### src/chunk_tile_map_parser_unit_defines.svh
// Assertion macros for the chunk tile map parser.
// Included by the top level; each macro expects signals clk and rst in scope.
`ifndef CHUNK_TILE_MAP_PARSER_UNIT_DEFINES_SVH
`define CHUNK_TILE_MAP_PARSER_UNIT_DEFINES_SVH

// A condition that holds at every clock edge outside reset.
`define CTMP_ASSERT_HOLDS(label, cond, msg) \
  label: assert property (@(posedge clk) disable iff (rst) (cond)) else $error(msg);

// A condition that implies another in the same cycle.
`define CTMP_ASSERT_IMPLIES(label, ante, cons, msg) \
  label: assert property (@(posedge clk) disable iff (rst) (ante) |-> (cons)) \
    else $error(msg);

// A condition that implies another in the following cycle.
`define CTMP_ASSERT_NEXT(label, ante, cons, msg) \
  label: assert property (@(posedge clk) disable iff (rst) (ante) |=> (cons)) \
    else $error(msg);

`endif

### src/ctmp_pkg.sv
// Shared constants, codes and types of the chunk tile map parser.
// No dependencies; the result queue, the top level and the testbench import this package.
package ctmp_pkg;

  // Grid geometry default.
  localparam int unsigned GRID_SIDE_DEFAULT = 64;

  // File format constants.
  localparam logic [31:0] TAG_VERSION       = 32'h4D56_4552;
  localparam logic [31:0] TAG_GRID          = 32'h4D41_494E;
  localparam logic [31:0] HEADER_VERSION    = 32'd18;
  localparam logic [31:0] MIN_LENGTH        = 32'd12;
  localparam logic [31:0] LENGTH_RESET      = 32'd12;
  localparam logic [31:0] POS_TAG_CHECK     = 32'd3;
  localparam logic [31:0] POS_VERSION_CHECK = 32'd11;
  localparam logic [31:0] WORD_LAST_BYTE    = 32'd3;
  localparam logic [2:0]  CELL_FLAG_BYTE    = 3'd3;

  // Presence map storage.
  localparam int unsigned MAP_WORD_BITS = 64;
  localparam int unsigned MAP_BIT_W     = 6;

  // Result queue.
  localparam int unsigned OUT_DEPTH = 4;
  localparam int unsigned OUT_CNT_W = 3;

  // Configuration port.
  localparam int unsigned PADDR_W = 3;
  localparam logic REG_STREAM_LENGTH = 1'b0;

  typedef enum logic [2:0] {
    PH_TAG     = 3'b001,
    PH_SIZE    = 3'b010,
    PH_PAYLOAD = 3'b100
  } phase_t;

  typedef enum logic [1:0] {
    ST_OK          = 2'd0,
    ST_TOO_SHORT   = 2'd1,
    ST_BAD_TAG     = 2'd2,
    ST_BAD_VERSION = 2'd3
  } status_t;

  typedef enum logic {
    KIND_CELL   = 1'b0,
    KIND_STATUS = 1'b1
  } kind_t;

  typedef struct packed {
    logic        result_kind;
    logic [11:0] cell_index;
    logic        cell_present;
    logic [1:0]  parse_status;
    logic        is_last;
  } result_t;

  typedef struct packed {
    logic [OUT_CNT_W-1:0] count;
    logic                 empty;
  } fifo_status_t;

endpackage

### src/ctmp_ifs.sv
// Handshake channel interfaces: file bytes in, result items out.
// Depends on nothing; payload widths are fixed by the file format.
interface ctmp_byte_if;
  logic       valid;
  logic       ready;
  logic [7:0] data_byte;

  modport source (output valid, output data_byte, input ready);
  modport sink (input valid, input data_byte, output ready);
endinterface

interface ctmp_result_if;
  logic        valid;
  logic        ready;
  logic        result_kind;
  logic [11:0] cell_index;
  logic        cell_present;
  logic [1:0]  parse_status;
  logic        is_last;

  modport source (output valid, output result_kind, output cell_index,
                  output cell_present, output parse_status, output is_last,
                  input ready);
  modport sink (input valid, input result_kind, input cell_index,
                input cell_present, input parse_status, input is_last,
                output ready);
endinterface

### src/ctmp_ram.sv
// Generic simple dual-port RAM with one write port and a registered read.
// Depends on nothing.
module ctmp_ram #(
  parameter int unsigned WIDTH = 64,
  parameter int unsigned DEPTH = 64,
  localparam int unsigned AW = (DEPTH > 1) ? $clog2(DEPTH) : 1
) (
  input  logic             clk,
  input  logic             we,
  input  logic [AW-1:0]    waddr,
  input  logic [WIDTH-1:0] wdata,
  input  logic             re,
  input  logic [AW-1:0]    raddr,
  output logic [WIDTH-1:0] rdata
);

  logic [WIDTH-1:0] mem [DEPTH];

  always_ff @(posedge clk) begin
    if (we) begin
      mem[waddr] <= wdata;
    end
    if (re) begin
      rdata <= mem[raddr];
    end
  end

endmodule

### src/ctmp_result_fifo.sv
// Small result queue: up to two items pushed and one popped per cycle.
// Depends on ctmp_pkg for the result and status types.
module ctmp_result_fifo import ctmp_pkg::*; (
  input  logic         clk,
  input  logic         rst,
  input  logic         push_a_v,
  input  result_t      push_a,
  input  logic         push_b_v,
  input  result_t      push_b,
  output logic         out_valid,
  output result_t      out_data,
  input  logic         out_ready,
  output fifo_status_t status
);

  localparam int unsigned PW = $clog2(OUT_DEPTH);

  result_t              slots [OUT_DEPTH];
  logic [PW-1:0]        wr_ptr;
  logic [PW-1:0]        rd_ptr;
  logic [OUT_CNT_W-1:0] count;
  logic                 any_push;
  logic                 both_push;
  logic                 pop;
  logic [OUT_CNT_W-1:0] push_n;
  result_t              first;

  // When only the second source pushes, it takes the first free slot.
  assign any_push  = push_a_v | push_b_v;
  assign both_push = push_a_v & push_b_v;
  assign first     = push_a_v ? push_a : push_b;
  assign push_n    = OUT_CNT_W'(any_push) + OUT_CNT_W'(both_push);
  assign pop       = out_valid && out_ready;

  assign out_valid = (count != '0);
  assign out_data  = slots[rd_ptr];
  assign status    = '{count: count, empty: (count == '0)};

  // Payload slots.
  always_ff @(posedge clk) begin
    if (any_push) begin
      slots[wr_ptr] <= first;
    end
    if (both_push) begin
      slots[wr_ptr + PW'(1)] <= push_b;
    end
  end

  // Pointers and occupancy.
  always_ff @(posedge clk) begin
    if (rst) begin
      wr_ptr <= '0;
      rd_ptr <= '0;
      count  <= '0;
    end else begin
      wr_ptr <= wr_ptr + push_n[PW-1:0];
      if (pop) begin
        rd_ptr <= rd_ptr + PW'(1);
      end
      count <= count + push_n - OUT_CNT_W'(pop);
    end
  end

endmodule

### src/chunk_tile_map_parser_unit.sv
// Top level of the chunk tile map parser: byte walker, presence map, results.
// Depends on ctmp_pkg, ctmp_ifs, ctmp_ram, ctmp_result_fifo and the defines header.
//
//   channel     | direction | handshake          | payload
//   byte_in     | in        | valid/ready        | data_byte
//   result_out  | out       | valid/ready        | result_kind, cell_index, cell_present,
//               |           |                    | parse_status, is_last
//   apb         | in        | psel/penable/pready| paddr, pwdata, prdata (stream_length)
//
// One byte item is taken per cycle when ready; its results are registered, then queued.
// The presence map is a RAM of 64-bit words, ceil(GRID_SIDE*GRID_SIDE/64) deep
// (64 at the default side); a cell update is a read, then a write in the next cycle.
// After reset and after every good header the map is swept to zero, one word a
// cycle; no byte item is taken during the sweep. Byte items also wait while
// the four-entry result queue cannot take two more items.
`include "chunk_tile_map_parser_unit_defines.svh"

module chunk_tile_map_parser_unit import ctmp_pkg::*; #(
  parameter int unsigned GRID_SIDE = GRID_SIDE_DEFAULT
) (
  input  logic               clk,
  input  logic               rst,
  ctmp_byte_if.sink          byte_in,
  ctmp_result_if.source      result_out,
  input  logic               psel,
  input  logic               penable,
  input  logic               pwrite,
  input  logic [PADDR_W-1:0] paddr,
  input  logic [31:0]        pwdata,
  output logic [31:0]        prdata,
  output logic               pready
);

  localparam int unsigned CELL_COUNT = GRID_SIDE * GRID_SIDE;
  localparam int unsigned MAP_WORDS  = (CELL_COUNT + MAP_WORD_BITS - 1) / MAP_WORD_BITS;
  localparam int unsigned MAP_AW     = (MAP_WORDS > 1) ? $clog2(MAP_WORDS) : 1;

  // Configuration and per-file state.
  logic [31:0] stream_length;
  logic [31:0] byte_position;
  phase_t      chunk_phase;
  logic [31:0] chunk_offset;
  logic [31:0] chunk_length;
  logic [31:0] word_gather;
  logic        chunk_is_grid;
  status_t     header_failure;
  logic        stopped;

  // Map clearing sweep.
  logic              clearing;
  logic [MAP_AW-1:0] clear_addr;

  // Second stage: map read data returns here.
  logic                     s1_cell_v;
  logic                     s1_set;
  logic [MAP_AW-1:0]        s1_word;
  logic [MAP_BIT_W-1:0]     s1_bit;
  logic [11:0]              s1_index;
  logic                     s1_eof_v;
  status_t                  s1_status;

  // First stage decode.
  logic        in_acc;
  logic [31:0] wg_next;
  logic        len_ok;
  status_t     hf_step;
  logic        stop_step;
  logic        clear_req;
  phase_t      phase_next;
  logic [31:0] off_inc;
  logic [31:0] off_next;
  logic [31:0] len_next;
  logic        grid_next;
  logic        cell_hit;
  logic        cell_in_grid;
  logic        cell_fits;
  logic        overrun;
  logic        eof;

  // Map RAM and result queue wiring.
  logic                     map_we;
  logic [MAP_AW-1:0]        map_waddr;
  logic [MAP_WORD_BITS-1:0] map_wdata;
  logic [MAP_WORD_BITS-1:0] map_rdata;
  logic [MAP_WORD_BITS-1:0] merged_word;
  logic                     cell_present;
  result_t                  cell_result;
  result_t                  status_result;
  result_t                  head;
  fifo_status_t             q_status;
  logic [OUT_CNT_W:0]       q_load;

  // Configuration port: writes land at the access phase.
  assign pready = 1'b1;
  assign prdata = (paddr[2] == REG_STREAM_LENGTH) ? stream_length : '0;

  always_ff @(posedge clk) begin
    if (rst) begin
      stream_length <= LENGTH_RESET;
    end else if (psel && penable && pwrite && pready && paddr[2] == REG_STREAM_LENGTH) begin
      stream_length <= pwdata;
    end
  end

  // Input is held while sweeping or while the queue could not take two items.
  assign q_load       = (OUT_CNT_W + 1)'(q_status.count) + (OUT_CNT_W + 1)'(s1_cell_v)
                        + (OUT_CNT_W + 1)'(s1_eof_v);
  assign byte_in.ready = !clearing && (q_load <= (OUT_CNT_W + 1)'(OUT_DEPTH - 2));
  assign in_acc        = byte_in.valid && byte_in.ready;

  // Wide compares for the current byte.
  assign wg_next      = {byte_in.data_byte, word_gather[31:8]};
  assign len_ok       = (stream_length >= MIN_LENGTH);
  assign off_inc      = chunk_offset + 32'd1;
  assign overrun      = ({1'b0, byte_position} + 33'd1 + {1'b0, wg_next})
                        > {1'b0, stream_length};
  assign cell_in_grid = ({3'b000, chunk_offset[31:3]} < 32'(CELL_COUNT));
  assign cell_fits    = ({1'b0, chunk_offset[31:3], 3'b000} + 33'd8) <= {1'b0, chunk_length};
  assign eof          = ({1'b0, byte_position} + 33'd1) >= {1'b0, stream_length};

  // Header checks and the chunk walker.
  always_comb begin
    hf_step    = header_failure;
    stop_step  = stopped;
    clear_req  = 1'b0;
    phase_next = chunk_phase;
    off_next   = chunk_offset;
    len_next   = chunk_length;
    grid_next  = chunk_is_grid;
    cell_hit   = 1'b0;

    if (byte_position == POS_TAG_CHECK && header_failure == ST_OK
        && wg_next != TAG_VERSION) begin
      hf_step   = ST_BAD_TAG;
      stop_step = 1'b1;
    end
    if (byte_position == POS_VERSION_CHECK && hf_step == ST_OK && len_ok) begin
      if (wg_next != HEADER_VERSION) begin
        hf_step   = ST_BAD_VERSION;
        stop_step = 1'b1;
      end else begin
        clear_req = 1'b1;
      end
    end

    if (!stop_step) begin
      case (chunk_phase)
        PH_TAG: begin
          if (chunk_offset == WORD_LAST_BYTE) begin
            grid_next  = (wg_next == TAG_GRID);
            phase_next = PH_SIZE;
            off_next   = '0;
          end else begin
            off_next = off_inc;
          end
        end
        PH_SIZE: begin
          if (chunk_offset == WORD_LAST_BYTE) begin
            len_next = wg_next;
            off_next = '0;
            if (overrun) begin
              stop_step = 1'b1;
            end else if (wg_next == '0) begin
              phase_next = PH_TAG;
            end else begin
              phase_next = PH_PAYLOAD;
            end
          end else begin
            off_next = off_inc;
          end
        end
        PH_PAYLOAD: begin
          cell_hit = chunk_is_grid && chunk_offset[2:0] == CELL_FLAG_BYTE
                     && hf_step == ST_OK && len_ok && cell_in_grid && cell_fits;
          off_next = off_inc;
          if (off_inc == chunk_length) begin
            phase_next = PH_TAG;
            off_next   = '0;
          end
        end
        default: begin
          phase_next = PH_TAG;
        end
      endcase
    end
  end

  // Per-file state; the end of a file returns everything but the map to reset.
  always_ff @(posedge clk) begin
    if (rst) begin
      byte_position  <= '0;
      chunk_phase    <= PH_TAG;
      chunk_offset   <= '0;
      chunk_length   <= '0;
      word_gather    <= '0;
      chunk_is_grid  <= 1'b0;
      header_failure <= ST_OK;
      stopped        <= 1'b0;
    end else if (in_acc) begin
      if (eof) begin
        byte_position  <= '0;
        chunk_phase    <= PH_TAG;
        chunk_offset   <= '0;
        chunk_length   <= '0;
        word_gather    <= '0;
        chunk_is_grid  <= 1'b0;
        header_failure <= ST_OK;
        stopped        <= 1'b0;
      end else begin
        byte_position  <= byte_position + 32'd1;
        chunk_phase    <= phase_next;
        chunk_offset   <= off_next;
        chunk_length   <= len_next;
        word_gather    <= wg_next;
        chunk_is_grid  <= grid_next;
        header_failure <= hf_step;
        stopped        <= stop_step;
      end
    end
  end

  // Clearing sweep, started by reset and by every good header.
  always_ff @(posedge clk) begin
    if (rst) begin
      clearing   <= 1'b1;
      clear_addr <= '0;
    end else if (clearing) begin
      if (clear_addr == MAP_AW'(MAP_WORDS - 1)) begin
        clearing <= 1'b0;
      end
      clear_addr <= clear_addr + MAP_AW'(1);
    end else if (in_acc && clear_req) begin
      clearing   <= 1'b1;
      clear_addr <= '0;
    end
  end

  // Second stage control; cell updates are at least eight bytes apart, so a
  // write-back always completes before the next read of the map.
  always_ff @(posedge clk) begin
    if (rst) begin
      s1_cell_v <= 1'b0;
      s1_eof_v  <= 1'b0;
    end else begin
      s1_cell_v <= in_acc && cell_hit;
      s1_eof_v  <= in_acc && eof;
    end
  end

  // Second stage payload.
  always_ff @(posedge clk) begin
    s1_set    <= wg_next[0];
    s1_word   <= chunk_offset[9 +: MAP_AW];
    s1_bit    <= chunk_offset[8:3];
    s1_index  <= chunk_offset[14:3];
    s1_status <= len_ok ? hf_step : ST_TOO_SHORT;
  end

  // Merge the flag into the word that came back and write it home when the flag is set.
  assign merged_word  = map_rdata | (MAP_WORD_BITS'(s1_set) << s1_bit);
  assign cell_present = merged_word[s1_bit];
  assign map_we       = clearing || (s1_cell_v && s1_set);
  assign map_waddr    = clearing ? clear_addr : s1_word;
  assign map_wdata    = clearing ? '0 : merged_word;

  ctmp_ram #(
    .WIDTH (MAP_WORD_BITS),
    .DEPTH (MAP_WORDS)
  ) u_map (
    .clk   (clk),
    .we    (map_we),
    .waddr (map_waddr),
    .wdata (map_wdata),
    .re    (in_acc && cell_hit),
    .raddr (chunk_offset[9 +: MAP_AW]),
    .rdata (map_rdata)
  );

  // Result items: a cell report goes ahead of the status of the same byte.
  assign cell_result = '{result_kind: KIND_CELL, cell_index: s1_index,
                         cell_present: cell_present, parse_status: ST_OK, is_last: 1'b0};
  assign status_result = '{result_kind: KIND_STATUS, cell_index: 12'd0,
                           cell_present: 1'b0, parse_status: s1_status, is_last: 1'b1};

  ctmp_result_fifo u_queue (
    .clk       (clk),
    .rst       (rst),
    .push_a_v  (s1_cell_v),
    .push_a    (cell_result),
    .push_b_v  (s1_eof_v),
    .push_b    (status_result),
    .out_valid (result_out.valid),
    .out_data  (head),
    .out_ready (result_out.ready),
    .status    (q_status)
  );

  assign result_out.result_kind  = head.result_kind;
  assign result_out.cell_index   = head.cell_index;
  assign result_out.cell_present = head.cell_present;
  assign result_out.parse_status = head.parse_status;
  assign result_out.is_last      = head.is_last;

  // Checks on the map pipeline, the file restart and the result queue bound.
  `CTMP_ASSERT_IMPLIES(a_no_sweep_collision, s1_cell_v, !clearing, "cell update during map sweep")
  `CTMP_ASSERT_NEXT(a_eof_restart, in_acc && eof, byte_position == '0 && !stopped, "file state not restarted")
  `CTMP_ASSERT_HOLDS(a_queue_bound, q_status.count <= OUT_CNT_W'(OUT_DEPTH), "result queue overflow")

endmodule

### src/flat_wrapper.sv
// flat-port wrapper written by rule: the top's interface ports become plain ports
module chunk_tile_map_parser_unit_flat import ctmp_pkg::*;
#(
  parameter int unsigned GRID_SIDE = GRID_SIDE_DEFAULT
)
  (clk, rst, psel, penable, pwrite, paddr, pwdata, prdata, pready, byte_in_valid, byte_in_data_byte, byte_in_ready, result_out_valid, result_out_result_kind, result_out_cell_index, result_out_cell_present, result_out_parse_status, result_out_is_last, result_out_ready);
  ctmp_byte_if byte_in_i ();
  ctmp_result_if result_out_i ();
  input  logic clk;
  input  logic rst;
  input  logic psel;
  input  logic penable;
  input  logic pwrite;
  input  logic [PADDR_W-1:0] paddr;
  input  logic [31:0] pwdata;
  output logic [31:0] prdata;
  output logic pready;
  input wire logic [$bits(byte_in_i.valid)-1:0] byte_in_valid;
  input wire logic [$bits(byte_in_i.data_byte)-1:0] byte_in_data_byte;
  output wire logic [$bits(byte_in_i.ready)-1:0] byte_in_ready;
  output wire logic [$bits(result_out_i.valid)-1:0] result_out_valid;
  output wire logic [$bits(result_out_i.result_kind)-1:0] result_out_result_kind;
  output wire logic [$bits(result_out_i.cell_index)-1:0] result_out_cell_index;
  output wire logic [$bits(result_out_i.cell_present)-1:0] result_out_cell_present;
  output wire logic [$bits(result_out_i.parse_status)-1:0] result_out_parse_status;
  output wire logic [$bits(result_out_i.is_last)-1:0] result_out_is_last;
  input wire logic [$bits(result_out_i.ready)-1:0] result_out_ready;
  assign byte_in_i.valid = byte_in_valid;
  assign byte_in_i.data_byte = byte_in_data_byte;
  assign byte_in_ready = byte_in_i.ready;
  assign result_out_valid = result_out_i.valid;
  assign result_out_result_kind = result_out_i.result_kind;
  assign result_out_cell_index = result_out_i.cell_index;
  assign result_out_cell_present = result_out_i.cell_present;
  assign result_out_parse_status = result_out_i.parse_status;
  assign result_out_is_last = result_out_i.is_last;
  assign result_out_i.ready = result_out_ready;
  chunk_tile_map_parser_unit #(.GRID_SIDE(GRID_SIDE)) u_core (.clk(clk), .rst(rst), .byte_in(byte_in_i), .result_out(result_out_i), .psel(psel), .penable(penable), .pwrite(pwrite), .paddr(paddr), .pwdata(pwdata), .prdata(prdata), .pready(pready));
endmodule
### config.mk
export PLATFORM = sky130hd
export DESIGN_NAME = chunk_tile_map_parser_unit_flat
export DESIGN_NICKNAME = d
export VERILOG_FILES = /design/src/ctmp_pkg.sv /design/src/ctmp_ifs.sv /design/src/ctmp_ram.sv /design/src/ctmp_result_fifo.sv /design/src/chunk_tile_map_parser_unit.sv /design/src/flat_wrapper.sv
export VERILOG_INCLUDE_DIRS = /design/src /design/src/src
export SDC_FILE = /design/constraint.sdc
export NUM_CORES = 2
export LEC_CHECK = 0
export ABC_AREA = 1
export BUFFER_PORTS_ARGS = -buffer_cell sky130_fd_sc_hd__clkbuf_2
export CORE_AREA = 2 2 601 603
export DETAILED_ROUTE_END_ITERATION = 8
export DIE_AREA = 0 0 603 605
export PLACE_DENSITY = 0.65
export SLEW_MARGIN = 0
export SYNTH_ARGS = -nofsm -noshare
export SYNTH_HDL_FRONTEND = slang
export SYNTH_MEMORY_MAX_BITS = 65536
export SYNTH_SLANG_ARGS = --single-unit
### constraint.sdc
create_clock -name clk -period 15.9 [get_ports clk]
set_input_delay 1.59 -clock clk [delete_from_list [all_inputs] [get_ports clk]]
set_output_delay 1.59 -clock clk [all_outputs]
set_load 0.03 [all_outputs]
==> qor.yml <==
status:
  outcome: "complete, no violations"
sta:
  relSlewSlack_pct: 3.72
  slew_violations: 0
  hold_viol_final: 0
  worst_hold_slack_ns: 0.438
  fmaxAchievable_mhz: 163
  worst_clock_skew_on_the_final_layout_ns: 0.0664
  setup_violations: 0
  worst-slew-pin-transition_ns: 1.44
  rsz0062_at_grt: "no"
  finalCritPeriodShare_pct: 38.6
  period_minus_slack_ns: 6.13
  tns_setup_ns: 0
critical_path:
  timing.critical_path.fanout_max: 46
  startpoint_to_endpoint_class_of_the_critical_path: "flip-flop to flip-flop"
  worst_r2r_endpoint: "u_core.u_map.rdata[60]"
  timing.reg2reg.worst_path_depth: 22
  critical_r2r_launch: "u_core.chunk_offset[10]"
  endpoint_kind: "flip-flop"
  worstSetupStartpointType: "flip-flop"
  arrival_time_at_the_worst_endpoint_ns: 6.74
  r2r_slack_ns: 9.77
  cp.required_ns: 16.51
job:
  max_cap_violations: 0
hold_path:
  timing.hold.worst_path_depth: 0
  worstHoldStart: "u_core.chunk_offset[4]"
  worst_min_delay_path_category: "flip-flop to flip-flop"
  min_to: "u_core.s1_bit[1]"
synthesis:
  yosys_warning_total: 0
  yosys-top-cells-area: "sky130_fd_sc_hd__edfxtp_1 70%, sky130_fd_sc_hd__o21ai_0 5.9%, sky130_fd_sc_hd__nor2_1 5.0%"
  post-synth-top-count-cell: "sky130_fd_sc_hd__edfxtp_1"
  synth_commonest_cells: "4,168 x sky130_fd_sc_hd__edfxtp_1, 2,370 x sky130_fd_sc_hd__nor2_1, 2,121 x sky130_fd_sc_hd__o21ai_0, 1,240 x sky130_fd_sc_hd__nand2_1, 770 x sky130_fd_sc_hd__clkbuf_1"
  synth.lib_cells_used.distinct: 67
  dominantRegCellSynth: "sky130_fd_sc_hd__edfxtp_1"
  synthesis.nets: 14400
  syn_area_per_cell_sq_um: 12.5
  synth_area_sq_um: 179000
  yosysTopAreaCellShare_pct: 70.0
  postSynth.asyncResetShare_pct: 0
  yosysSeqAreaShare_pct: 72.8
  post_synth_edffs: 4168
  biggest_area_consumer_among_synthesized_cells: "sky130_fd_sc_hd__edfxtp_1"
  synth_seq_cells: 4416
  post_synth_inst_count: 14200
power_and_ir_drop:
  total_leakage_power_nw: 65.4
  p_per_area_nw_per_um2: 116
  max-vdd-ir-drop_v: 0.000106
placement:
  io_buffers: 98
  dp_hpwl_mm: 305
  globalplace.congestion: 0.935
global_routing:
  number_of_global_route_vias_before_repair: 113000
  global_route.overflow_total: 0
  pin_count_of_the_biggest_net_entering_global_routing: 206
  first_pass_grt_wire_length_mm: 806
  groute.usage.overall_pct: 30.3
  grt_antenna_before_repair: 15
drt:
  postRouteWirelength_mm: 568
  drt-vias-per-instance: 6.38
  detailroute.via_count: 123000
  count_of_nets_left_with_antenna_violations_after_detail_routing: 0
  drc: 0
  drt_iter0_drc: 19600
  routedWlPerCell_um: 29.5
  drtPass1Iterations: 8
clocking:
  cts_resized: 0
  clock_sinks: 4416
  clockBufferDepth: 4
  cts-buffers-inserted: 439
  worst_skew_pair.late_latency_ns: 0.99
  cts_tree: "built"
  htreeDepth: 5
  clk_pin_slew_ns: 0.06
  cts_root_buf: "sky130_fd_sc_hd__clkbuf_16"
  post_cts.repair.setup_buffers: 0
  cts_hold_buffers: 0
finish:
  final_layout_size_suffix_gt1_share_pct: 8.38
  fin_nets: 14300
  areaGrowthSynthToFinish_pct: 11.5
  utilization_pct: 55.6
floorplanning:
  rows: 220
  start_util_pct: 49.9
  die_w_um: 603
  core_sq_um: 358000
  die_y_um: 605
  io_pins: 102
  design.die.area_sq_um: 365000
[flip-flops by register name, indices dropped and copies added (netlist names), named ones only]
signal,count
u_core.chunk_offset,32
u_core.s1_index,2
u_core.u_map.mem,4096
u_core.u_queue.wr_ptr,2
u_core.u_map.rdata,64
u_core.clear_addr,6
u_core.stream_length,32
u_core.s1_bit,5
u_core.chunk_phase,3
u_core.s1_eof_v,1
u_core.word_gather,24
u_core.header_failure,2
u_core.chunk_length,32
u_core.s1_word,5
u_core.byte_position,32
u_core.clearing,1
u_core.s1_cell_v,1
u_core.stopped,1
u_core.chunk_is_grid,1
u_core.u_queue.count,3
u_core.u_queue.rd_ptr,2
u_core.u_queue.slots,64
u_core.s1_set,1
u_core.s1_status,2
[power breakdown]
part           switching, mW  internal [mW]  leakage [nW]  total, mW
combinational          0.283         0.0965          19.0      0.379
sequential            0.0158           12.6          39.7       12.6
clock                   4.45           5.74          6.80       10.2
total                   4.75           18.4          65.4       23.2
[cell type report]
cell class                 count  area, sq um
antenna                        6         15.0
clock buffer                 546        11600
clock inverter               257         2420
fill                       29000       159000
inverter                     374         1460
multi-input combinational   8491        44400
sequential                  4416       130000
tap                         4773         5970
timing repair buffer         419         3180
[through the flow]
stage / setup slack (ns) / area (sq um) / instances / power (mW)
floorplan: 7.99 / 179000 / 14200 / 13.1
global route: 9.57 / 199000 / 19300 / 23.7
detailed placement: 10.06 / 185000 / 18500 / 13.2
global placement: 10.07 / 185000 / 18500 / 13.2
finish: 9.77 / 199000 / 19300 / 23.2
CTS: 10.05 / 199000 / 19300 / 23.2
[logic make-up after synthesis]
group / after synthesis / share of synthesized area, %
compound gates: 4020 / 13.3
xor+xnor: 94 / 0.468
other cells: 1 / 0.00210
simple gates: 4229 / 9.44
mux: 2 / 0.0112
flops: 4416 / 72.8
buf+inv: 1337 / 2.93
fa+ha+maj: 145 / 1.03
[how the worst max path moves through the flow]
stage,startpoint,end
6_report,u_core.chunk_offset[10],u_core.u_map.rdata[60]
5_1_grt,u_core.chunk_offset[10],u_core.u_map.rdata[0]
4_1_cts,u_core.chunk_offset[10],u_core.u_map.rdata[0]
3_5_place_dp,u_core.chunk_offset[10],u_core.u_map.rdata[41]
3_3_place_gp,u_core.chunk_offset[10],u_core.u_map.rdata[28]
2_1_floorplan,u_core.clearing,u_core.u_map.mem[50][0]
[routing by layer]
layer	up-vias	routed length, um	GRT usage, %
met5	-	106	0
met4	14	26300	12.5
met3	1351	68700	6.28
met2	7568	258000	47.4
met1	61300	215000	41.7
li1	52900	-	-
[worst max-delay path, cell delays in order, from the launching register on]
cell and delay (ns):
sky130_fd_sc_hd__dfxtp_4 0.79, sky130_fd_sc_hd__buf_4 0.63, sky130_fd_sc_hd__nand2_1 0.17, sky130_fd_sc_hd__nor2_1 0.49, sky130_fd_sc_hd__nand2_1 0.19, sky130_fd_sc_hd__nor2_1 0.19, sky130_fd_sc_hd__xor2_1 0.17, sky130_fd_sc_hd__inv_1 0.06
sky130_fd_sc_hd__ha_1 0.31, sky130_fd_sc_hd__nand4_1 0.13, sky130_fd_sc_hd__inv_1 0.07, sky130_fd_sc_hd__a21oi_1 0.15, sky130_fd_sc_hd__nand4_1 0.12, sky130_fd_sc_hd__nand2_1 0.08, sky130_fd_sc_hd__nand2_1 0.04, sky130_fd_sc_hd__nand2_1 0.05
sky130_fd_sc_hd__nand2_1 0.05, sky130_fd_sc_hd__nand2_1 0.06, sky130_fd_sc_hd__nand2_1 0.05, sky130_fd_sc_hd__nand2_1 0.05, sky130_fd_sc_hd__a21boi_0 0.14, sky130_fd_sc_hd__nor2_4 0.76, sky130_fd_sc_hd__buf_4 0.89
[layout by cell type, fill, tap and decap left out, drive strengths merged, types with 70 or more instances in the layout]
| master | count |
|---|---|
| nor2 | 2380 |
| o211ai | 198 |
| dfxtp | 248 |
| clkinv | 192 |
| xor2 | 77 |
| a21oi | 344 |
| ha | 142 |
| o21ai | 2124 |
| o22ai | 667 |
| buf | 321 |
| inv | 387 |
| o221ai | 296 |
| edfxtp | 4168 |
| a221oi | 109 |
| nand4 | 70 |
| nand3 | 451 |
| clkbuf | 644 |
| nand2 | 1244 |
| a31oi | 86 |
No activity file was read; power rests on OpenSTA's default activity.
